**config.mk**
```make
export PLATFORM = sky130hd
export DESIGN_NAME = spi_master_four_mode
export DESIGN_NICKNAME = d
export VERILOG_FILES = /design/src/rtl/spi4_pkg.sv /design/src/rtl/spi4_in_stage.sv /design/src/rtl/spi4_core.sv /design/src/rtl/spi4_out_stage.sv /design/src/rtl/spi_master_four_mode.sv
export SDC_FILE = /design/constraint.sdc
export NUM_CORES = 1
export LEC_CHECK = 0
export BUFFER_PORTS_ARGS = -buffer_cell sky130_fd_sc_hd__buf_2
export CAP_MARGIN = 20
export CORE_MARGIN = 2
export CORE_UTILIZATION = 41
export CTS_CLUSTER_SIZE = 10
export DETAILED_ROUTE_END_ITERATION = 7
export SYNTH_ARGS = -nofsm -noshare
export SYNTH_HDL_FRONTEND = slang
export SYNTH_SLANG_ARGS = --single-unit
```
**constraint.sdc**
```tcl
create_clock -name clk -period 2.5 [get_ports clk]
set_input_delay 0.25 -clock clk [delete_from_list [all_inputs] [get_ports clk]]
set_output_delay 0.25 -clock clk [all_outputs]
set_load 0.05 [all_outputs]
```
**src/rtl/spi4_pkg.sv**
```systemverilog
// Shared types and constants for the four-mode SPI master.
// Used by every module under rtl/; depends on nothing.
package spi4_pkg;

    localparam int MAX_BITS  = 16;
    localparam int BYTE_BITS = 8;
    localparam int DATA_W    = 16;
    localparam int MODE_W    = 2;
    localparam int COUNT_W   = $clog2(MAX_BITS + 1);

    typedef enum logic [1:0] {
        KIND_TICK    = 2'd0,
        KIND_START   = 2'd1,
        KIND_RELEASE = 2'd2,
        KIND_NOP     = 2'd3
    } kind_t;

    typedef struct packed {
        logic [1:0]        kind;
        logic [DATA_W-1:0] tx_data;
        logic              sixteen_bit;
        logic              keep_select;
        logic              miso;
    } item_t;

    typedef struct packed {
        logic              sclk;
        logic              mosi;
        logic              select_n;
        logic [DATA_W-1:0] rx_data;
        logic              word_done;
        logic              rejected;
    } result_t;

    typedef struct packed {
        logic busy;
        logic count_zero;
        logic select_level;
    } core_status_t;

endpackage

```
**src/rtl/spi4_in_stage.sv**
```systemverilog
// Input register for request items.
// Depends on spi4_pkg.
module spi4_in_stage (
    input  logic           clk,
    input  logic           rst_n,
    input  logic           in_valid,
    output logic           in_ready,
    input  spi4_pkg::item_t item_in,
    input  logic           advance,
    output logic           item_valid,
    output spi4_pkg::item_t item_out
);
    import spi4_pkg::*;

    logic  valid_reg;
    logic  valid_next;
    item_t item_reg;

    assign in_ready   = !valid_reg || advance;
    assign valid_next = in_ready ? in_valid : valid_reg;

    always_ff @(posedge clk or negedge rst_n)
    begin
        if (!rst_n)
        begin
            valid_reg <= 1'b0;
        end
        else
        begin
            valid_reg <= valid_next;
        end
    end

    always_ff @(posedge clk)
    begin
        if (in_ready && in_valid)
        begin
            item_reg <= item_in;
        end
    end

    assign item_valid = valid_reg;
    assign item_out   = item_reg;
endmodule

```
**src/rtl/spi4_core.sv**
```systemverilog
// Transfer state and next-state logic: shift registers, bit count, line levels.
// Depends on spi4_pkg.
module spi4_core (
    input  logic                        clk,
    input  logic                        rst_n,
    input  logic                        cfg_write,
    input  logic [spi4_pkg::MODE_W-1:0] cfg_mode,
    input  logic                        step,
    input  spi4_pkg::item_t             item,
    output spi4_pkg::result_t           result,
    output spi4_pkg::core_status_t      status
);
    import spi4_pkg::*;

    logic [MODE_W-1:0]   mode_reg,     mode_next;
    logic [MAX_BITS-1:0] tx_reg,       tx_next;
    logic [DATA_W-1:0]   rx_reg,       rx_next;
    logic [COUNT_W-1:0]  count_reg,    count_next;
    logic                half_reg,     half_next;
    logic                busy_reg,     busy_next;
    logic                clock_reg,    clock_next;
    logic                data_reg,     data_next;
    logic                select_reg,   select_next;
    logic                hold_reg,     hold_next;
    logic                wide_reg,     wide_next;

    logic                cpol;
    logic                cpha;
    logic [MAX_BITS-1:0] tx_load;
    logic [MAX_BITS-1:0] tx_shifted;
    logic [DATA_W-1:0]   rx_sampled;
    logic [COUNT_W-1:0]  count_dec;
    logic                done;
    logic                rej;
    logic [DATA_W-1:0]   rx_out;

    // top bit of the active word, for the current and the freshly loaded word
    function automatic logic top_bit(input logic [MAX_BITS-1:0] w, input logic wide);
        top_bit = wide ? w[MAX_BITS-1] : w[BYTE_BITS-1];
    endfunction

    assign cpol       = mode_reg[1];
    assign cpha       = mode_reg[0];
    assign tx_load    = item.sixteen_bit ? MAX_BITS'(item.tx_data)
                                         : MAX_BITS'(item.tx_data[BYTE_BITS-1:0]);
    assign tx_shifted = {tx_reg[MAX_BITS-2:0], 1'b0};
    assign rx_sampled = {rx_reg[DATA_W-2:0], item.miso};
    assign count_dec  = (count_reg != '0) ? count_reg - COUNT_W'(1) : count_reg;

    always_comb
    begin
        mode_next   = mode_reg;
        tx_next     = tx_reg;
        rx_next     = rx_reg;
        count_next  = count_reg;
        half_next   = half_reg;
        busy_next   = busy_reg;
        clock_next  = clock_reg;
        data_next   = data_reg;
        select_next = select_reg;
        hold_next   = hold_reg;
        wide_next   = wide_reg;
        done        = 1'b0;
        rej         = 1'b0;
        rx_out      = '0;

        if (cfg_write)
        begin
            mode_next = cfg_mode;
            if (!busy_reg)
            begin
                clock_next = cfg_mode[1];
            end
        end

        if (step)
        begin
            unique case (kind_t'(item.kind))
                KIND_START:
                begin
                    if (busy_reg)
                    begin
                        rej = 1'b1;
                    end
                    else
                    begin
                        wide_next   = item.sixteen_bit;
                        tx_next     = tx_load;
                        rx_next     = '0;
                        count_next  = item.sixteen_bit ? COUNT_W'(MAX_BITS)
                                                       : COUNT_W'(BYTE_BITS);
                        hold_next   = item.keep_select;
                        select_next = 1'b0;
                        busy_next   = 1'b1;
                        half_next   = 1'b0;
                        clock_next  = cpol;
                        if (!cpha)
                        begin
                            data_next = top_bit(tx_load, item.sixteen_bit);
                        end
                    end
                end
                KIND_RELEASE:
                begin
                    hold_next = 1'b0;
                    if (!busy_reg)
                    begin
                        select_next = 1'b1;
                    end
                end
                KIND_TICK:
                begin
                    if (busy_reg)
                    begin
                        clock_next = !clock_reg;
                        if (!half_reg)
                        begin
                            // leading edge
                            if (cpha)
                            begin
                                data_next = top_bit(tx_reg, wide_reg);
                                tx_next   = tx_shifted;
                            end
                            else
                            begin
                                rx_next = rx_sampled;
                            end
                            half_next = 1'b1;
                        end
                        else
                        begin
                            // trailing edge
                            if (cpha)
                            begin
                                rx_next = rx_sampled;
                            end
                            else
                            begin
                                tx_next = tx_shifted;
                            end
                            half_next  = 1'b0;
                            count_next = count_dec;
                            if (count_dec == '0)
                            begin
                                busy_next  = 1'b0;
                                done       = 1'b1;
                                rx_out     = wide_reg ? rx_next
                                                      : {{(DATA_W-BYTE_BITS){1'b0}},
                                                         rx_next[BYTE_BITS-1:0]};
                                clock_next = cpol;
                                if (!hold_reg)
                                begin
                                    select_next = 1'b1;
                                end
                            end
                            else if (!cpha)
                            begin
                                data_next = top_bit(tx_shifted, wide_reg);
                            end
                        end
                    end
                end
                default:
                begin
                end
            endcase
        end
    end

    always_ff @(posedge clk or negedge rst_n)
    begin
        if (!rst_n)
        begin
            mode_reg   <= '0;
            tx_reg     <= '0;
            rx_reg     <= '0;
            count_reg  <= '0;
            half_reg   <= 1'b0;
            busy_reg   <= 1'b0;
            clock_reg  <= 1'b0;
            data_reg   <= 1'b0;
            select_reg <= 1'b1;
            hold_reg   <= 1'b0;
            wide_reg   <= 1'b0;
        end
        else
        begin
            mode_reg   <= mode_next;
            tx_reg     <= tx_next;
            rx_reg     <= rx_next;
            count_reg  <= count_next;
            half_reg   <= half_next;
            busy_reg   <= busy_next;
            clock_reg  <= clock_next;
            data_reg   <= data_next;
            select_reg <= select_next;
            hold_reg   <= hold_next;
            wide_reg   <= wide_next;
        end
    end

    assign result.sclk      = clock_next;
    assign result.mosi      = data_next;
    assign result.select_n  = select_next;
    assign result.rx_data   = rx_out;
    assign result.word_done = done;
    assign result.rejected  = rej;

    assign status.busy         = busy_reg;
    assign status.count_zero   = (count_reg == '0);
    assign status.select_level = select_reg;
endmodule

```
**src/rtl/spi4_out_stage.sv**
```systemverilog
// Result register toward the output channel.
// Depends on spi4_pkg.
module spi4_out_stage (
    input  logic              clk,
    input  logic              rst_n,
    input  logic              load,
    input  spi4_pkg::result_t result_in,
    output logic              can_load,
    output logic              out_valid,
    input  logic              out_ready,
    output spi4_pkg::result_t result_out
);
    import spi4_pkg::*;

    logic    valid_reg;
    logic    valid_next;
    result_t result_reg;

    assign can_load   = !valid_reg || out_ready;
    assign valid_next = load ? 1'b1 : (out_ready ? 1'b0 : valid_reg);

    always_ff @(posedge clk or negedge rst_n)
    begin
        if (!rst_n)
        begin
            valid_reg <= 1'b0;
        end
        else
        begin
            valid_reg <= valid_next;
        end
    end

    always_ff @(posedge clk)
    begin
        if (load)
        begin
            result_reg <= result_in;
        end
    end

    assign out_valid  = valid_reg;
    assign result_out = result_reg;
endmodule

```
**src/rtl/spi_master_four_mode.sv**
```systemverilog
// SPI master for 8- or 16-bit words, clock modes 0 to 3 (CPOL = spi_mode[1],
// CPHA = spi_mode[0]). Each request is a tick (one half SCLK period), a start,
// a release of select or a no-op; each yields exactly one result with the
// line levels after it. Throughput is one request per clock while out_ready is
// high; each request passes the input register, the single state update and
// the result register. Write spi_mode only while no request is in flight; a
// write in mid-word keeps the clock level and governs the remaining edges.
module spi_master_four_mode (
    input  logic                        clk,
    input  logic                        rst_n,
    input  logic                        cfg_valid,
    output logic                        cfg_ready,
    input  logic [spi4_pkg::MODE_W-1:0] spi_mode,
    input  logic                        in_valid,
    output logic                        in_ready,
    input  logic [1:0]                  kind,
    input  logic [spi4_pkg::DATA_W-1:0] tx_data,
    input  logic                        sixteen_bit,
    input  logic                        keep_select,
    input  logic                        miso,
    output logic                        out_valid,
    input  logic                        out_ready,
    output logic                        sclk,
    output logic                        mosi,
    output logic                        select_n,
    output logic [spi4_pkg::DATA_W-1:0] rx_data,
    output logic                        word_done,
    output logic                        rejected
);
    import spi4_pkg::*;

    item_t        item_in;
    item_t        item_q;
    logic         item_valid;
    logic         can_load;
    logic         advance;
    result_t      result_d;
    result_t      result_q;
    core_status_t status;

    assign cfg_ready = 1'b1;

    assign item_in.kind        = kind;
    assign item_in.tx_data     = tx_data;
    assign item_in.sixteen_bit = sixteen_bit;
    assign item_in.keep_select = keep_select;
    assign item_in.miso        = miso;

    assign advance = item_valid && can_load;

    spi4_in_stage u_in (
        .clk        (clk),
        .rst_n      (rst_n),
        .in_valid   (in_valid),
        .in_ready   (in_ready),
        .item_in    (item_in),
        .advance    (advance),
        .item_valid (item_valid),
        .item_out   (item_q)
    );

    spi4_core u_core (
        .clk       (clk),
        .rst_n     (rst_n),
        .cfg_write (cfg_valid && cfg_ready),
        .cfg_mode  (spi_mode),
        .step      (advance),
        .item      (item_q),
        .result    (result_d),
        .status    (status)
    );

    spi4_out_stage u_out (
        .clk        (clk),
        .rst_n      (rst_n),
        .load       (advance),
        .result_in  (result_d),
        .can_load   (can_load),
        .out_valid  (out_valid),
        .out_ready  (out_ready),
        .result_out (result_q)
    );

    assign sclk      = result_q.sclk;
    assign mosi      = result_q.mosi;
    assign select_n  = result_q.select_n;
    assign rx_data   = result_q.rx_data;
    assign word_done = result_q.word_done;
    assign rejected  = result_q.rejected;

    // an idle engine has no bits pending
    assert property (@(posedge clk) disable iff (!rst_n)
        !status.busy |-> status.count_zero)
        else $error("bit count nonzero while idle");

    // select stays asserted for the whole transfer
    assert property (@(posedge clk) disable iff (!rst_n)
        status.busy |-> !status.select_level)
        else $error("select released during transfer");

    // a finished word ends the transfer
    assert property (@(posedge clk) disable iff (!rst_n)
        advance && result_d.word_done |=> !status.busy)
        else $error("engine still busy after word end");

    // a result is never both a completion and a rejected start
    assert property (@(posedge clk) disable iff (!rst_n)
        out_valid |-> !(word_done && rejected))
        else $error("word_done and rejected together");
endmodule

```
==> impl_metrics.toml <==
[run_status]
status = "finished clean"

[global_route]
grt_max_degree = 33
use_met2_pct = 25.2
grt_pass1_wl_mm = 12.7
overflow = 0
grt_util_met3_pct = 2.90
grt_pass1_vias = 2618
gr-usage-all-layers_pct = 16.0
antenna_found_initial = 0
busiest_layer = "met2"
use_met1_pct = 22.1

[logic_synthesis]
ys_seq_area_share_pct = 62.9
synth_warnings = 0
syn_nets = 362
synthCells = 333
synth_area_leaders = "edfxtp_1 32%, dfrtp_1 30%, mux2i_1 5.1%"
synth_area_sq_um = 3920
async_reset_ff_share_pct = 53.3
synth-edff-count = 42
synth_top_cell_by_area = "edfxtp_1"
synth_top_area_share_pct = 32.2
ys_types = 51
ys_top_cells_by_count = "47 x dfrtp_1, 44 x nor2_1, 42 x edfxtp_1, 32 x nand2_1, 20 x mux2i_1"
avgSynthCellArea_sq_um = 11.8
synth_seq_cells = 90
synth_top_flop_cell = "dfrtp_1"
yosysMostFrequentCell = "dfrtp_1"

[die]
core_area_sq_um = 9240
dieWidth_um = 102
boundaryPins = 52
die_area_sq_um = 10400
initial_core_util_pct = 42.4
fp.dieH_um = 102
placement_rows = 35

[setup_path]
cp-start-kind = "flop"
worst_ep_required_time_ps = 2710
worstSetupEndpointType = "flop"
path_cells = "inv_1 > ha_1 > nor4b_2 > mux2i_1 > a21oi_4 > nand4_4 > inv_2 > nand2_4 > nor2_1"
critPathKind = "reg -> reg"
path_max_fanout = 9
reg2reg_from = "u_core.count_reg[0]$_DFFE_PN0P_"
slowest_delay_ps = 450
crit_start = "u_core.count_reg[0]$_DFFE_PN0P_"
crit_slowest_cell = "dfrtp_1"
arrival_ps = 2460

[finish]
postLayoutCellArea_sq_um = 4540
syn2layout_area_growth_pct = 15.8
final_core_util_pct = 49.1
drive_above_1_share_pct = 24.1
fin_nets = 414
n_antenna_cell = 0
fillers = 858

[placement]
hpwl_mm = 5.02
port_buffers = 50
gp_congestion = 0.760
placed_area_sq_um = 4320
pre_cts_slack_ps = 120

[timing]
tightest_slew_ps = 763
setup_viol = 0
rsz0062_at_grt = "false"
slew_headroom_pct = 49.1
slew_violations = 0
clock_skew_ps = 13.7
period_needed_ps = 2250
fin_tns_setup_ps = 0
hold_violations = 0
worst_hold_slack_ps = 56.3
final.setup.worst_slack_ps = 248
min_period_over_period_pct = 90.1
fmax_ghz = 0.444

[cts]
root_buffer = "clkbuf_8"
cts_setup_buffers = 0
clock_path_buffers = 2
htreeDepth = 3
cts_made_buffers = 9
cts_sinks = 90
clk_pin_slew_ps = 100
cts_tree = "yes"
clk_latency_ps = 360

[job]
drv_cap = 0

[routing]
avgViaCountPerCell = 5.06
wl_per_cell_um = 14.3
drc = 0
dr.pass1.iters = 4
postRouteAntennaNets = 0
drt_iter0_drc = 89
routed_wirelength_mm = 7.40
vias = 2626

[hold_path]
hp-class = "in -> reg"
min-delay-start = "tx_data[0]"

[power_and_ir_drop]
power_leakage_nw = 1.88
vdd_drop_max_uv = 392
power_density_nw_per_um2 = 895
==> layout make-up <==
class / count / area [sq um] / area share (%)
Sequential cell: 90 / 2460 / 54.3
Multi-Input combinational cell: 213 / 1340 / 29.6
Timing Repair Buffer: 62 / 343 / 7.56
Tap cell: 129 / 161 / 3.56
Clock buffer: 10 / 138 / 3.03
Clock inverter: 6 / 56.3 / 1.24
Inverter: 9 / 33.8 / 0.745
==> timing repair <==
action | CTS | global route
hold endpoints to repair | 18 | 0
hold buffers | 1 | 0
resized for setup | 0 | 1
endpoints found under the setup margin | 0 | 10
==> per-stage QoR <==
step | total power [W] | instances
final | 0.00406 | 519
after global routing | 0.00433 | 519
after CTS | 0.00409 | 518
after detailed placement | 0.00312 | 501
after global placement | 0.00309 | 501
after floorplan | 0.00286 | 333
==> placed cells by master, fill, tap and decap left out, types with 3 or more instances in the layout <==
master / synthesis / final
buf_2: 5 / 50
dfrtp_1: 47 / 47
nor2_1: 44 / 44
edfxtp_1: 42 / 42
nand2_1: 32 / 32
mux2i_1: 20 / 20
a22o_1: 18 / 18
a31oi_1: 16 / 16
buf_4: 1 / 11
nand3_1: 10 / 10
clkbuf_8: 0 / 10
o21ai_0: 9 / 9
inv_1: 8 / 8
a21oi_1: 9 / 8
nor3_1: 5 / 5
o211ai_1: 4 / 4
and2_1: 4 / 4
nand4b_1: 3 / 3
mux2_2: 3 / 3
==> critical path, delay by kind of cell (launching register included) <==
kind,cells,cell delay (ps)
AO/OA/AOI/OAI,1,270
adder cells (fa/ha/maj),1,280
buffers and inverters,2,210
flip-flops,1,450
multiplexers,1,170
AND/OR/NAND/NOR,4,740
==> power breakdown <==
part	internal [W]	switching [W]
combinational	0.000426	0.000613
sequential	0.00184	0.000222
clock	0.000411	0.000547
==> kinds of logic after synthesis <==
family                     count (synthesis)  share of synthesized area (%)
other                                      1                         0.0957
xor gates and xnor gates                   3                          0.671
DFF                                       90                           62.9
adders and majority gates                  1                          0.319
buffers and inverters                     30                           3.13
and+or+nand+nor                          115                           14.2
AOI/OAI and AO/OA                         70                           12.7
muxes                                     23                           5.97
==> final timing paths <==
path,to,slack (ps),depth (start not counted)
hold reg to reg,u_core.tx_reg[0]$_DFFE_PN0P_,510,2
max in group asynchronous,u_core.tx_reg[15]$_DFFE_PN0P_,1370,3
setup / recovery,u_out.result_out[11]$_SDFFCE_PN0P_,250,9
setup reg to reg,u_out.result_out[11]$_SDFFCE_PN0P_,250,9
min in group asynchronous,u_core.rx_reg[9]$_DFFE_PN0P_,380,2
hold / removal,u_in.item_out[3]$_DFFE_PP_,60,1
==> layer usage <==
layer  routed length [um]  vias to the layer above
li1                     -                     1311
met1                 3590                     1252
met2                 3430                       54
met3                  269                        9
met4                  114                        0
met5                    0                        -
No activity file was read; power rests on OpenSTA's default activity.
